### config.mk
export PLATFORM = sky130hd
export DESIGN_NAME = sacc_offset
export DESIGN_NICKNAME = d
export VERILOG_FILES = /design/src/rtl/core/sacc_pkg.sv /design/src/rtl/core/sacc_offset.sv
export SDC_FILE = /design/constraint.sdc
export NUM_CORES = 1
export LEC_CHECK = 0
export CAP_MARGIN = 20
export CORE_UTILIZATION = 30
export CTS_CLUSTER_SIZE = 40
export DETAILED_ROUTE_END_ITERATION = 7
export DONT_BUFFER_PORTS = 1
export GPL_ROUTABILITY_DRIVEN = 0
export GPL_TIMING_DRIVEN = 0
export SETUP_SLACK_MARGIN = 0.15
export SLEW_MARGIN = 20
export SYNTH_ARGS = -nofsm -noshare
export SYNTH_HDL_FRONTEND = slang
export SYNTH_SLANG_ARGS = --single-unit
### constraint.sdc
create_clock -name i_clk -period 7.85 [get_ports i_clk]
set_clock_uncertainty 0.15 [all_clocks]
set_input_delay 1.57 -clock i_clk [delete_from_list [all_inputs] [get_ports i_clk]]
set_output_delay 1.57 -clock i_clk [all_outputs]
set_load 0.005 [all_outputs]
### src/rtl/core/sacc_pkg.sv
`default_nettype none
// ----------------------------------------------------------------------------
// sacc_pkg
// Types, constants and the arctangent table shared by the spiral arm
// cell classifier.
// ----------------------------------------------------------------------------
package sacc_pkg;

    // Signed CORDIC datapath width, sized for up to 8 pixels per cell.
    localparam int CW        = 32;
    // Angle width, Q0.32 turns.
    localparam int AW        = 32;
    // Fraction bits of pixel offsets entering the CORDIC.
    localparam int FRAC_BITS = 16;

    // Configuration port widths and register indexes.
    localparam int CFG_IDX_W = 8;
    localparam int CFG_DAT_W = 18;
    localparam logic [CFG_IDX_W-1:0] CFG_CENTRE_COL    = 8'd0;
    localparam logic [CFG_IDX_W-1:0] CFG_CENTRE_ROW    = 8'd1;
    localparam logic [CFG_IDX_W-1:0] CFG_INVERSE_PITCH = 8'd2;
    localparam logic [CFG_IDX_W-1:0] CFG_ARM_COUNT     = 8'd3;

    // Reset values of the configuration registers.
    localparam logic [8:0]  RST_CENTRE_COL    = 9'd40;
    localparam logic [7:0]  RST_CENTRE_ROW    = 8'd12;
    localparam logic [17:0] RST_INVERSE_PITCH = 18'd32768;
    localparam logic [3:0]  RST_ARM_COUNT     = 4'd1;

    // Arithmetic constants.
    localparam logic [AW-1:0] HALF_TURN  = 32'h8000_0000;
    // 1 / CORDIC gain in Q0.31, truncated.
    localparam logic [30:0]   INV_GAIN   = 31'h4DBA_76D4;
    // 3 pixels in Q.16.
    localparam logic [30:0]   MIN_RADIUS = 31'(3 << FRAC_BITS);
    // 0.2 rad in Q0.16 turns, and its mirror below a full turn.
    localparam logic [15:0]   ARM_LO     = 16'd2086;
    localparam logic [15:0]   ARM_HI     = 16'd63450;

    // Glyph codes.
    localparam logic [1:0] GLYPH_HORIZ = 2'd0;
    localparam logic [1:0] GLYPH_BACK  = 2'd1;
    localparam logic [1:0] GLYPH_VERT  = 2'd2;
    localparam logic [1:0] GLYPH_SLASH = 2'd3;

    typedef struct packed {
        logic [8:0]  centre_col;
        logic [7:0]  centre_row;
        logic [17:0] inverse_pitch;
        logic [3:0]  arm_count;
    } t_cfg;

    // CORDIC vector between stages.
    typedef struct packed {
        logic signed [CW-1:0] x;
        logic signed [CW-1:0] y;
        logic [AW-1:0]        z;
    } t_vec;

    typedef struct packed {
        logic       on_arm;
        logic [1:0] glyph;
        logic       near_centre;
    } t_result;

    // atan(2^-i) / (2*pi) in Q0.32 turns, rounded.
    function automatic logic [AW-1:0] atan_turn(input int idx);
        logic [AW-1:0] v;
        case (idx)
            0:       v = 32'h2000_0000;
            1:       v = 32'h12E4_051E;
            2:       v = 32'h09FB_385B;
            3:       v = 32'h0511_11D4;
            4:       v = 32'h028B_0D43;
            5:       v = 32'h0145_D7E1;
            6:       v = 32'h00A2_F61E;
            7:       v = 32'h0051_7C55;
            8:       v = 32'h0028_BE53;
            9:       v = 32'h0014_5F2F;
            10:      v = 32'h000A_2F98;
            11:      v = 32'h0005_17CC;
            12:      v = 32'h0002_8BE6;
            13:      v = 32'h0001_45F3;
            14:      v = 32'h0000_A2FA;
            15:      v = 32'h0000_517D;
            16:      v = 32'h0000_28BE;
            17:      v = 32'h0000_145F;
            18:      v = 32'h0000_0A30;
            19:      v = 32'h0000_0518;
            20:      v = 32'h0000_028C;
            21:      v = 32'h0000_0146;
            22:      v = 32'h0000_00A3;
            23:      v = 32'h0000_0051;
            default: v = '0;
        endcase
        return v;
    endfunction

endpackage
`default_nettype wire

### src/rtl/core/sacc_offset.sv
`default_nettype none
// ----------------------------------------------------------------------------
// sacc_offset
// Pixel offset of a cell from the centre, scaled to Q.16, with the half
// turn pre-rotation for points left of the centre. One register stage.
// ----------------------------------------------------------------------------
module sacc_offset #(
    parameter int PIXELS_PER_COL = 2,
    parameter int PIXELS_PER_ROW = 4
) (
    input  wire                  i_clk,
    input  wire                  i_rst_n,
    input  wire                  i_valid,
    output logic                 o_ready,
    input  wire  [8:0]           i_col,
    input  wire  [7:0]           i_row,
    input  wire  [8:0]           i_centre_col,
    input  wire  [7:0]           i_centre_row,
    output logic                 o_valid,
    input  wire                  i_ready,
    output sacc_pkg::t_vec       o_vec
);

    localparam int DW = 14;
    localparam int PW = sacc_pkg::CW - DW - sacc_pkg::FRAC_BITS;

    logic signed [9:0]  w_dcol;
    logic signed [8:0]  w_drow;
    logic signed [DW-1:0] w_dx;
    logic signed [DW-1:0] w_dy;
    logic signed [sacc_pkg::CW-1:0] w_xs;
    logic signed [sacc_pkg::CW-1:0] w_ys;
    sacc_pkg::t_vec n_vec;
    sacc_pkg::t_vec r_vec;
    logic r_v;

    // Offsets in pixels, then fixed point
    always_comb begin
        w_dcol = $signed({1'b0, i_col}) - $signed({1'b0, i_centre_col});
        w_drow = $signed({1'b0, i_row}) - $signed({1'b0, i_centre_row});
        w_dx   = DW'(w_dcol * PIXELS_PER_COL);
        w_dy   = DW'(w_drow * PIXELS_PER_ROW);
        w_xs   = {{PW{w_dx[DW-1]}}, w_dx, {sacc_pkg::FRAC_BITS{1'b0}}};
        w_ys   = {{PW{w_dy[DW-1]}}, w_dy, {sacc_pkg::FRAC_BITS{1'b0}}};
        if (w_dx[DW-1]) begin
            n_vec.x = -w_xs;
            n_vec.y = -w_ys;
            n_vec.z = sacc_pkg::HALF_TURN;
        end else begin
            n_vec.x = w_xs;
            n_vec.y = w_ys;
            n_vec.z = '0;
        end
    end

    assign o_ready = !r_v || i_ready;

    always_ff @(posedge i_clk) begin
        if (!i_rst_n) begin
            r_v <= 1'b0;
        end else if (o_ready) begin
            r_v <= i_valid;
        end
    end

    always_ff @(posedge i_clk) begin
        if (o_ready && i_valid) begin
            r_vec <= n_vec;
        end
    end

    assign o_valid = r_v;
    assign o_vec   = r_vec;

endmodule
`default_nettype wire

==> metrics.txt <==
crit share post-route 47.68%; outcome finished, final reports clean; clk_lat worst skew 280 ps; CP delay by family, top simple AND/OR/NAND/NOR gates; critical path launch point type primary input; Setup-failing EPs final 0; placed cell area 3047 µm²; initial antenna violation count 0; Rel. slew slack 56.14%; core area 8382 µm²; Async SR Flop Fraction 0%; count leader, synth buf_4; leading area contributor after synthesis edfxtp_1; post-synthesis adder-cell area fraction 10.95%; post_cts resized 0; PD cells 166.1 nW/µm²; Initial DRC Count 39; Final Slew Violations 0; Crit path top cell by count inv_1; Critical Path RT 7720 ps; Fillers 846; Hold Slack 422.7 ps; CP Capture Type flip-flop; clock buffer depth 2; top cells by area, synth edfxtp_1 (34%), buf_4 (19%), ha_1 (9.4%); clock root buffer clkbuf_8; Die ar. 9218 µm²; die width 96.01 µm; Post-route DRC 0; WP buf/inv 2; Port Buffer Count 0; H-tree levels 2; post-synthesis compound-gate area fraction 12.51%; Layout area overhead 18.36%; unrepaired setup endpoints after global routing false; critical path class primary input to flip-flop; area fraction of the dominant cell type after synthesis 33.98%; Routed Wire Length 4.629 mm; first-pass GRT wire length 7.148 mm; DP HPWL 4.001 mm; DIE HEIGHT 96.01 µm; Vias 1785; Top-Level Pins 136; Design Area, Final 3138 µm²; Worst Tran Pin Value 657.9 ps; sequential cell area fraction in the yosys report 34.73%; netlist area before placement 2651 µm²; number of synthesized register bits 31; cts bufs inserted 5; Synth Flop Type edfxtp_1; clock slew at reported path FFs 60 ps; largest net degree at the start of global routing 31; Critical Path Max Stage Delay 440 ps; GRT Total Usage 10.07%; placed instance count 440; Post-synth EDFFs 30; Ys Warns 0; FF/Latch Area 920.9 µm²; post-synthesis simple-gate area fraction 9.438%; cts hold-fix bufs 0; Setup TNS Final 0 ps; Clock Sinks 31; multi-input logic area 1375 µm²; Leak 1.552 nW; Starting Density 31.63%; DRT Pass-1 Iters 4; # diodes 0; Final Net Count 402; CP cell instances inv_1 > ha_1 > inv_1 > fa_1 > a21o_1 > a21oi_1 > xnor2_1 > or3_4 > nor4b_4 > o21ai_1; mux share of post-synthesis cell area 0%; Critical Path AT 3610 ps; Avg Cell Area, Syn 10.00 µm²; Tot Pwr 521.3 µW; layout cells sized above 1 25.36%; Row Count 33; worst min path class flip-flop to flip-flop; Max Cap Viol 0; CP Max Fanout 3; largest family of logic cells by synthesized area buffers and inverters; post-route minimum period 3743 ps; final cell count without fillers 448; Post-synth top cells buf_4 (67), edfxtp_1 (30), inv_1 (30), ha_1 (20), xnor2_1 (18); Avg Vias per Cell 3.984; Congestion Overflow GR 0; fmax 0.2672 GHz; TritonCTS clock tree done; Mapped Cells 265; DR WL/cell 10.33 µm; number of global-route vias before repair 1595; maximum VDD drop 0.04933 mV; ANT nets after route 0; final number of hold-violating endpoints 0; Slowest-stage cell, CP or3_4; Synth cell types 46; Post CTS Setup Buffer Count 0; xor and xnor area share after synthesis 8.872%
==> state kept, by name (all words and copies together), names as in the netlist <==
name,cells
o_vec,30
o_valid,1
==> metrics by stage <==
stage,setup WS (ps),util (%)
4_1_cts,4105,37.44
3_5_place_dp,3810,36.35
5_1_grt,3980,37.44
6_report,4107,37.44
3_3_place_gp,3870,36.33
2_1_floorplan,4022,-
==> where the power goes <==
group          switching [mW]  internal (mW)
Sequential             0.0111          0.216
Combinational          0.0914         0.0762
Clock                  0.0561         0.0706
==> worst paths after layout <==
check,from,slack (ps),depth (start not counted),end
max reg2reg,o_valid$_SDFFE_PN0N_,6290,2,o_vec[91]$_SDFFCE_PP0P_
max,i_row[0],4110,10,o_vec[61]$_DFFE_PP_
min reg2reg,o_valid$_SDFFE_PN0N_,420,2,o_valid$_SDFFE_PN0N_
min,o_valid$_SDFFE_PN0N_,420,2,o_valid$_SDFFE_PN0N_
==> cell type report <==
| type | instances | share of cell area, % |
|---|---|---|
| Multi-Input combinational cell | 206 | 43.82 |
| Clock inverter | 1 | 0.1595 |
| Tap cell | 105 | 4.187 |
| Sequential cell | 31 | 29.35 |
| Buffer | 67 | 16.03 |
| Inverter | 31 | 3.708 |
| Clock buffer | 7 | 2.751 |
==> layout by cell type (no fill, tap or decap), types with 2 or more instances in the layout <==
cell type and n:
and3_1 3, or3_4 2, nor2b_1 3, fa_1 2
a21oi_1 10, xor2_1 7, ha_1 20, buf_4 67
o21ai_0 7, o21bai_1 2, nor2_1 7, o21ai_1 5
conb_1 71, xnor2_1 18, nand2_1 10, nand2b_1 4
edfxtp_1 30, nor4_1 2, a221oi_2 2, nand3_1 4
clkbuf_8 6, and2_2 2, a21o_1 4, o22ai_1 2
inv_1 30
==> worst reg2reg max path, stage by stage, from the launching register on <==
cell and delay [ps]:
dfxtp_1 320, nand2b_1 120, and2_2 590
==> layer usage <==
metal  global-route usage [%]  wire length (µm)
met5                        0                 0
met4                    4.851                90
met3                    2.844               392
met2                    16.08              2133
met1                    12.41              2013
==> cells by family (layout without fill, tap and decap cells) <==
kind of cell             after synthesis  after routing
AO/OA/AOI/OAI                         45             45
other                                  1             71
adder cells (fa/ha/maj)               22             22
XOR/XNOR                              26             26
buffers and inverters                 98            106
AND/OR/NAND/NOR                       42             42
flip-flops                            31             31
(Power assumes the default switching activity.)
