==> config.mk <==
export PLATFORM = sky130hd
export DESIGN_NAME = sacc_phase
export DESIGN_NICKNAME = d
export VERILOG_FILES = /design/src/rtl/core/sacc_pkg.sv /design/src/rtl/core/sacc_phase.sv
export SDC_FILE = /design/constraint.sdc
export NUM_CORES = 2
export LEC_CHECK = 0
export ABC_AREA = 1
export BUFFER_PORTS_ARGS = -buffer_cell sky130_fd_sc_hd__buf_2
export CAP_MARGIN = 20
export CELL_PAD_IN_SITES_DETAIL_PLACEMENT = 0
export CELL_PAD_IN_SITES_GLOBAL_PLACEMENT = 1
export CORE_ASPECT_RATIO = 1.1
export CORE_MARGIN = 5
export CORE_UTILIZATION = 55
export DETAILED_ROUTE_END_ITERATION = 6
export PLACE_DENSITY = 0.94
export SLEW_MARGIN = 40
export SYNTH_ARGS = -nofsm -noshare
export SYNTH_HDL_FRONTEND = slang
export SYNTH_SLANG_ARGS = --single-unit
==> constraint.sdc <==
create_clock -name i_clk -period 18.7 [get_ports i_clk]
set_input_delay 1.87 -clock i_clk [delete_from_list [all_inputs] [get_ports i_clk]]
set_output_delay 1.87 -clock i_clk [all_outputs]
set_load 0.05 [all_outputs]
==> src/rtl/core/sacc_pkg.sv <==
`default_nettype none
// ----------------------------------------------------------------------------
// sacc_pkg
// Types, constants and the arctangent table shared by the spiral arm
// cell classifier.
// ----------------------------------------------------------------------------
package sacc_pkg;

    // Signed CORDIC datapath width, sized for up to 8 pixels per cell.
    localparam int CW        = 32;
    // Angle width, Q0.32 turns.
    localparam int AW        = 32;
    // Fraction bits of pixel offsets entering the CORDIC.
    localparam int FRAC_BITS = 16;

    // Configuration port widths and register indexes.
    localparam int CFG_IDX_W = 8;
    localparam int CFG_DAT_W = 18;
    localparam logic [CFG_IDX_W-1:0] CFG_CENTRE_COL    = 8'd0;
    localparam logic [CFG_IDX_W-1:0] CFG_CENTRE_ROW    = 8'd1;
    localparam logic [CFG_IDX_W-1:0] CFG_INVERSE_PITCH = 8'd2;
    localparam logic [CFG_IDX_W-1:0] CFG_ARM_COUNT     = 8'd3;

    // Reset values of the configuration registers.
    localparam logic [8:0]  RST_CENTRE_COL    = 9'd40;
    localparam logic [7:0]  RST_CENTRE_ROW    = 8'd12;
    localparam logic [17:0] RST_INVERSE_PITCH = 18'd32768;
    localparam logic [3:0]  RST_ARM_COUNT     = 4'd1;

    // Arithmetic constants.
    localparam logic [AW-1:0] HALF_TURN  = 32'h8000_0000;
    // 1 / CORDIC gain in Q0.31, truncated.
    localparam logic [30:0]   INV_GAIN   = 31'h4DBA_76D4;
    // 3 pixels in Q.16.
    localparam logic [30:0]   MIN_RADIUS = 31'(3 << FRAC_BITS);
    // 0.2 rad in Q0.16 turns, and its mirror below a full turn.
    localparam logic [15:0]   ARM_LO     = 16'd2086;
    localparam logic [15:0]   ARM_HI     = 16'd63450;

    // Glyph codes.
    localparam logic [1:0] GLYPH_HORIZ = 2'd0;
    localparam logic [1:0] GLYPH_BACK  = 2'd1;
    localparam logic [1:0] GLYPH_VERT  = 2'd2;
    localparam logic [1:0] GLYPH_SLASH = 2'd3;

    typedef struct packed {
        logic [8:0]  centre_col;
        logic [7:0]  centre_row;
        logic [17:0] inverse_pitch;
        logic [3:0]  arm_count;
    } t_cfg;

    // CORDIC vector between stages.
    typedef struct packed {
        logic signed [CW-1:0] x;
        logic signed [CW-1:0] y;
        logic [AW-1:0]        z;
    } t_vec;

    typedef struct packed {
        logic       on_arm;
        logic [1:0] glyph;
        logic       near_centre;
    } t_result;

    // atan(2^-i) / (2*pi) in Q0.32 turns, rounded.
    function automatic logic [AW-1:0] atan_turn(input int idx);
        logic [AW-1:0] v;
        case (idx)
            0:       v = 32'h2000_0000;
            1:       v = 32'h12E4_051E;
            2:       v = 32'h09FB_385B;
            3:       v = 32'h0511_11D4;
            4:       v = 32'h028B_0D43;
            5:       v = 32'h0145_D7E1;
            6:       v = 32'h00A2_F61E;
            7:       v = 32'h0051_7C55;
            8:       v = 32'h0028_BE53;
            9:       v = 32'h0014_5F2F;
            10:      v = 32'h000A_2F98;
            11:      v = 32'h0005_17CC;
            12:      v = 32'h0002_8BE6;
            13:      v = 32'h0001_45F3;
            14:      v = 32'h0000_A2FA;
            15:      v = 32'h0000_517D;
            16:      v = 32'h0000_28BE;
            17:      v = 32'h0000_145F;
            18:      v = 32'h0000_0A30;
            19:      v = 32'h0000_0518;
            20:      v = 32'h0000_028C;
            21:      v = 32'h0000_0146;
            22:      v = 32'h0000_00A3;
            23:      v = 32'h0000_0051;
            default: v = '0;
        endcase
        return v;
    endfunction

endpackage
`default_nettype wire

==> src/rtl/core/sacc_phase.sv <==
`default_nettype none
// ----------------------------------------------------------------------------
// sacc_phase
// Radius scaling, spiral phase and arm test, in four register stages; the
// last one is the output register.
// ----------------------------------------------------------------------------
module sacc_phase (
    input  wire                  i_clk,
    input  wire                  i_rst_n,
    input  wire                  i_valid,
    output logic                 o_ready,
    input  wire sacc_pkg::t_vec  i_vec,
    input  wire  [17:0]          i_inverse_pitch,
    input  wire  [3:0]           i_arm_count,
    output logic                 o_valid,
    input  wire                  i_ready,
    output sacc_pkg::t_result    o_result
);

    // stage valids and readies: a, b, c, d
    logic r_va, r_vb, r_vc, r_vd;
    logic w_ra, w_rb, w_rc, w_rd;

    // stage a: x times inverse gain
    logic [30:0]               w_xm;
    logic [61:0]               r_pa;
    logic [sacc_pkg::AW-1:0]   r_za;
    // stage b: radius, near test, radius times inverse pitch
    logic [30:0]               w_rad;
    logic [48:0]               r_rt;
    logic [sacc_pkg::AW-1:0]   r_zb;
    logic                      r_nb;
    // stage c: phase and glyph
    logic [sacc_pkg::AW-1:0]   w_diff;
    logic [sacc_pkg::AW-1:0]   w_ph;
    logic [1:0]                n_glyph;
    logic [15:0]               r_p16;
    logic [1:0]                r_gc;
    logic                      r_nc;
    // stage d: result
    logic                      w_hit;
    sacc_pkg::t_result         n_res;
    sacc_pkg::t_result         r_res;

    assign w_rd    = !r_vd || i_ready;
    assign w_rc    = !r_vc || w_rd;
    assign w_rb    = !r_vb || w_rc;
    assign w_ra    = !r_va || w_rb;
    assign o_ready = w_ra;

    always_ff @(posedge i_clk) begin
        if (!i_rst_n) begin
            r_va <= 1'b0;
            r_vb <= 1'b0;
            r_vc <= 1'b0;
            r_vd <= 1'b0;
        end else begin
            if (w_ra) begin
                r_va <= i_valid;
            end
            if (w_rb) begin
                r_vb <= r_va;
            end
            if (w_rc) begin
                r_vc <= r_vb;
            end
            if (w_rd) begin
                r_vd <= r_vc;
            end
        end
    end

    // Stage a: clamp x at zero, scale by the inverse CORDIC gain
    assign w_xm = i_vec.x[sacc_pkg::CW-1] ? '0 : i_vec.x[30:0];

    always_ff @(posedge i_clk) begin
        if (w_ra && i_valid) begin
            r_pa <= {31'b0, w_xm} * {31'b0, sacc_pkg::INV_GAIN};
            r_za <= i_vec.z;
        end
    end

    // Stage b: radius in Q.16, radius in turns (Q.36 before the shift)
    assign w_rad = r_pa[61:31];

    always_ff @(posedge i_clk) begin
        if (w_rb && r_va) begin
            r_rt <= {18'b0, w_rad} * {31'b0, i_inverse_pitch};
            r_zb <= r_za;
            r_nb <= w_rad < sacc_pkg::MIN_RADIUS;
        end
    end

    // Stage c: phase, wrapped modulo one turn, and glyph from the half turn
    always_comb begin
        w_diff = r_zb - r_rt[35:4];
        w_ph   = w_diff * {28'b0, i_arm_count};
        case (r_zb[30:28])
            3'd1, 3'd2: n_glyph = sacc_pkg::GLYPH_BACK;
            3'd3, 3'd4: n_glyph = sacc_pkg::GLYPH_VERT;
            3'd5, 3'd6: n_glyph = sacc_pkg::GLYPH_SLASH;
            default:    n_glyph = sacc_pkg::GLYPH_HORIZ;
        endcase
    end

    always_ff @(posedge i_clk) begin
        if (w_rc && r_vb) begin
            r_p16 <= w_ph[31:16];
            r_gc  <= n_glyph;
            r_nc  <= r_nb;
        end
    end

    // Stage d: arm test and result
    always_comb begin
        w_hit             = (r_p16 < sacc_pkg::ARM_LO) || (r_p16 > sacc_pkg::ARM_HI);
        n_res.near_centre = r_nc;
        n_res.on_arm      = w_hit && !r_nc;
        n_res.glyph       = (w_hit && !r_nc) ? r_gc : sacc_pkg::GLYPH_HORIZ;
    end

    always_ff @(posedge i_clk) begin
        if (w_rd && r_vc) begin
            r_res <= n_res;
        end
    end

    assign o_valid  = r_vd;
    assign o_result = r_res;

endmodule
`default_nettype wire

==> report_table.html <==
<table>
<tr><th>Metric</th><th>Value</th></tr>
<tr><th colspan="2">Global routing</th></tr>
<tr><td>Global route hottest layer</td><td>met2</td></tr>
<tr><td>Overall fraction of global-route tracks in use</td><td>0.2659</td></tr>
<tr><td>Global routing usage on met3</td><td>0.04829</td></tr>
<tr><td>Antenna violations before repair</td><td>6</td></tr>
<tr><td>Met2 track utilization from global routing</td><td>0.4615</td></tr>
<tr><td>M1 GR Usage</td><td>0.3303</td></tr>
<tr><td>Wire length of the first global-routing pass</td><td>172000 µm</td></tr>
<tr><td>GR Overflow Total</td><td>0</td></tr>
<tr><td>Largest net degree at the start of global routing</td><td>66</td></tr>
<tr><td>Number of global-route vias before repair</td><td>33630</td></tr>
<tr><th colspan="2">Synthesis</th></tr>
<tr><td>Number of distinct standard cells referenced by the synthesized netlist</td><td>55</td></tr>
<tr><td>Ys flop type</td><td>sky130_fd_sc_hd__edfxtp_1</td></tr>
<tr><td>Number of enable-type register cells in the synthesized netlist</td><td>151</td></tr>
<tr><td>Share of the yosys chip area belonging to registers</td><td>0.1091</td></tr>
<tr><td>Area share of the leading cell type in the synthesized netlist</td><td>0.4150</td></tr>
<tr><td>Synth area leader</td><td>sky130_fd_sc_hd__fa_1</td></tr>
<tr><td>Yosys warnings</td><td>0</td></tr>
<tr><td>Proportion of register bits with asynchronous set or reset after synthesis</td><td>0</td></tr>
<tr><td>Post-Synthesis Net Count</td><td>6307</td></tr>
<tr><td>Largest cells by area after synthesis</td><td>sky130_fd_sc_hd__fa_1 (42%), sky130_fd_sc_hd__ha_1 (14%), sky130_fd_sc_hd__inv_1 (13%)</td></tr>
<tr><td>Number of storage elements in the synthesis netlist</td><td>155</td></tr>
<tr><td>Mean Syn Cell Area</td><td>8.741 µm²</td></tr>
<tr><td>Post-Syn Area</td><td>0.04231 mm²</td></tr>
<tr><td>Post-Syn Instances</td><td>4840</td></tr>
<tr><th colspan="2">Run status</th></tr>
<tr><td>Outcome</td><td>complete, no violations</td></tr>
<tr><th colspan="2">Worst setup path</th></tr>
<tr><td>R2R cell count</td><td>24</td></tr>
<tr><td>Critical Path AT</td><td>slightly above 10000 ps</td></tr>
<tr><td>Most numerous cell on the critical path</td><td>sky130_fd_sc_hd__fa_1</td></tr>
<tr><td>Stage delay of the slowest cell on the critical path</td><td>610 ps</td></tr>
<tr><td>Worst Path Max Fanout</td><td>24</td></tr>
<tr><td>Setup crit start kind</td><td>input port</td></tr>
<tr><td>Worst Path Required</td><td>18940 ps</td></tr>
<tr><td>Critical path class</td><td>input port to register</td></tr>
<tr><td>Worst setup EP type</td><td>register</td></tr>
<tr><td>FF-to-FF setup slack</td><td>12140 ps</td></tr>
<tr><td>Worst path slowest cell</td><td>sky130_fd_sc_hd__inv_1</td></tr>
<tr><th colspan="2">Clock tree</th></tr>
<tr><td>Clock tree from TritonCTS</td><td>yes</td></tr>
<tr><td>CTS H-tree lvls</td><td>4</td></tr>
<tr><td>CTS hold repair buffers</td><td>0</td></tr>
<tr><td>Total clock buffers created by CTS</td><td>17</td></tr>
<tr><td>Clock insertion delay at the later pin of the skew report</td><td>510 ps</td></tr>
<tr><td>Buffer count from post-CTS setup fixing</td><td>0</td></tr>
<tr><td>CTS clk-pin slew, worst paths</td><td>70 ps</td></tr>
<tr><td>CTS max path bufs</td><td>2</td></tr>
<tr><td>Root Buffer</td><td>sky130_fd_sc_hd__clkbuf_16</td></tr>
<tr><td>Post-cts repair resize count</td><td>0</td></tr>
<tr><td>Total clock sinks</td><td>~160</td></tr>
<tr><th colspan="2">Layout</th></tr>
<tr><td>Total of fill cells in the finished design</td><td>6809</td></tr>
<tr><td>Area growth from synthesis to final layout</td><td>4.912%</td></tr>
<tr><td>Net count reported at finish</td><td>6315</td></tr>
<tr><td>Layout cell share with drive strength beyond 1</td><td>0.03888</td></tr>
<tr><th colspan="2">Timing</th></tr>
<tr><td>Sum Neg Setup Slack</td><td>0 ps</td></tr>
<tr><td>Period minus WS final</td><td>9921 ps</td></tr>
<tr><td>Highest attainable clock frequency</td><td>0.1008 GHz</td></tr>
<tr><td>Final critical-path share of the clock period</td><td>0.5306</td></tr>
<tr><td>Final Hold Viols</td><td>0</td></tr>
<tr><td>Unrepaired setup endpoints after global routing</td><td>false</td></tr>
<tr><td>Final setup skew</td><td>about 20 ps</td></tr>
<tr><td>Setup violation total in the final timing report</td><td>0</td></tr>
<tr><td>Rel. slew slack</td><td>0.3982</td></tr>
<tr><td>Pin slew with the least headroom to its limit</td><td>902.7 ps</td></tr>
<tr><td>Final Max Tran Viols</td><td>0</td></tr>
<tr><th colspan="2">Die</th></tr>
<tr><td>Die extent in y</td><td>300.9 µm</td></tr>
<tr><td>Die X</td><td>274.4 µm</td></tr>
<tr><td>Starting density of the core</td><td>0.5557</td></tr>
<tr><td>Core Box Area</td><td>0.07613 mm²</td></tr>
<tr><td>IO Count</td><td>128</td></tr>
<tr><td>Number of core rows</td><td>about 110</td></tr>
<tr><td>Floorplan die area</td><td>around 0.083 mm²</td></tr>
<tr><th colspan="2">Route</th></tr>
<tr><td>Count of antenna-violating nets left after detailed routing</td><td>0</td></tr>
<tr><td>Detail-routed via count per cell</td><td>5.202</td></tr>
<tr><td>Drt first pass iters</td><td>5</td></tr>
<tr><td>Via total after detailed routing</td><td>30650</td></tr>
<tr><td>Detailed-route DRC error count</td><td>0</td></tr>
<tr><td>WL per Instance</td><td>17.79 µm</td></tr>
<tr><td>Detailed Route Iter0 Violations</td><td>1668</td></tr>
<tr><td>Wire length reported by the detailed router</td><td>104800 µm</td></tr>
<tr><th colspan="2">Placed design</th></tr>
<tr><td>Post-DP HPWL</td><td>90720 µm</td></tr>
<tr><td>Number of port buffers</td><td>95</td></tr>
<tr><td>GPL Wtd Cong</td><td>0.9682</td></tr>
<tr><th colspan="2">Flow run</th></tr>
<tr><td>Max Cap Violations</td><td>0</td></tr>
<tr><th colspan="2">Hold path</th></tr>
<tr><td>Type of the worst min-delay path</td><td>register to register</td></tr>
<tr><td>Hold depth</td><td>0</td></tr>
</table>
==> stage by stage <==
step	util	std cells	hold slack [ps]	setup slack, ps	instance area [µm²]
2_1_floorplan	-	4840	400.3	10060	42310
3_3_place_gp	0.5738	5853	404.6	8493	43680
3_5_place_dp	0.5739	5853	405.4	8409	43690
4_1_cts	0.5825	5885	405.9	8951	44350
5_1_grt	0.5829	5887	421.2	8415	44370
6_report	0.5830	5892	407.6	8779	44380
==> worst max-delay path: cells and delay by family <==
kind                     cells  cell delay [ps]
adder cells (fa/ha/maj)      9             4260
buffers and inverters        7             1460
AO/OA/AOI/OAI                3              580
XOR/XNOR                     1              150
AND/OR/NAND/NOR              9             1820
==> metal layers <==
layer / vias up / wire (µm)
met5: - / 13
met1: 15310 / 42200
met2: 829 / 51740
met3: 225 / 6061
met4: 2 / 4780
li1: 14290 / -
==> cell usage in the layout, fill, tap and decap left out, types with 6 or more instances in the layout <==
cell | Yosys | routed
sky130_fd_sc_hd__inv_1 | 1440 | 1439
sky130_fd_sc_hd__nand2_1 | 892 | 892
sky130_fd_sc_hd__fa_1 | 877 | 877
sky130_fd_sc_hd__ha_1 | 468 | 468
sky130_fd_sc_hd__nor2_1 | 240 | 237
sky130_fd_sc_hd__a21oi_1 | 188 | 188
sky130_fd_sc_hd__edfxtp_1 | 151 | 151
sky130_fd_sc_hd__buf_2 | 5 | 95
sky130_fd_sc_hd__xor2_1 | 79 | 79
sky130_fd_sc_hd__o21ai_0 | 72 | 72
sky130_fd_sc_hd__nand3_1 | 63 | 63
sky130_fd_sc_hd__xnor2_1 | 56 | 56
sky130_fd_sc_hd__nor3_1 | 26 | 26
sky130_fd_sc_hd__a31oi_1 | 25 | 25
sky130_fd_sc_hd__clkbuf_16 | 0 | 17
sky130_fd_sc_hd__nand2_2 | 15 | 15
sky130_fd_sc_hd__nand4_1 | 14 | 14
sky130_fd_sc_hd__o21bai_1 | 13 | 13
sky130_fd_sc_hd__a21o_1 | 13 | 13
sky130_fd_sc_hd__nor4_1 | 10 | 10
sky130_fd_sc_hd__o21a_1 | 9 | 9
sky130_fd_sc_hd__a221oi_1 | 6 | 6
sky130_fd_sc_hd__or2_2 | 6 | 6
==> flip-flops by register name, indices dropped and copies added (netlist names) <==
signal,flops
o_valid,1
r_pa,31
r_rt,32
r_vb,1
r_va,1
r_gc,2
r_p16,16
r_nb,1
r_vc,1
r_nc,1
r_zb,32
r_za,32
o_result,4
==> final cells by class <==
| type | count | area (µm²) | share of cell area |
|---|---|---|---|
| clock buffers | 20 | 446.7 | 0.01006 |
| multi-input cells | 3127 | 31850 | 0.7176 |
| flip-flops and latches | 155 | 4614 | 0.1040 |
| well taps | 1026 | 1284 | 0.02892 |
| clock inverters | 12 | 210.2 | 0.004736 |
| diodes | 5 | 12.51 | 0.0002819 |
| repair buffers | 102 | 543.0 | 0.01223 |
| inverters | 1445 | 5424 | 0.1222 |
==> final timing paths <==
kind,startpoint,to
max,i_vec[95],r_pa[56]$_DFFE_PP_
max reg2reg,r_pa[43]$_DFFE_PP_,r_rt[33]$_DFFE_PP_
min reg2reg,r_za[25]$_DFFE_PP_,r_zb[25]$_DFFE_PP_
min,r_za[25]$_DFFE_PP_,r_zb[25]$_DFFE_PP_
==> cells in the mapped netlist, types with 5 or more instances <==
cell and n:
sky130_fd_sc_hd__a21o_1 13, sky130_fd_sc_hd__a21oi_1 188, sky130_fd_sc_hd__a21oi_2 5, sky130_fd_sc_hd__a221oi_1 6, sky130_fd_sc_hd__a31oi_1 25, sky130_fd_sc_hd__buf_1 13, sky130_fd_sc_hd__buf_2 5, sky130_fd_sc_hd__clkbuf_1 95
sky130_fd_sc_hd__edfxtp_1 151, sky130_fd_sc_hd__fa_1 877, sky130_fd_sc_hd__ha_1 468, sky130_fd_sc_hd__inv_1 1440, sky130_fd_sc_hd__nand2_1 892, sky130_fd_sc_hd__nand2_2 15, sky130_fd_sc_hd__nand3_1 63, sky130_fd_sc_hd__nand4_1 14
sky130_fd_sc_hd__nor2_1 240, sky130_fd_sc_hd__nor3_1 26, sky130_fd_sc_hd__nor4_1 10, sky130_fd_sc_hd__o21a_1 9, sky130_fd_sc_hd__o21ai_0 72, sky130_fd_sc_hd__o21bai_1 13, sky130_fd_sc_hd__or2_2 6, sky130_fd_sc_hd__xnor2_1 56
sky130_fd_sc_hd__xor2_1 79
==> kinds of logic after synthesis <==
| logic type | synth area share |
|---|---|
| buffers and inverters | 0.1384 |
| adder cells (fa/ha/maj) | 0.5534 |
| AND/OR/NAND/NOR | 0.1224 |
| AO/OA/AOI/OAI | 0.04844 |
| flip-flops | 0.1091 |
| XOR/XNOR | 0.02833 |
Power is left out: the tool's default activity adds up to more than one toggle a clock period on the data nets, which glitch-free logic cannot reach.
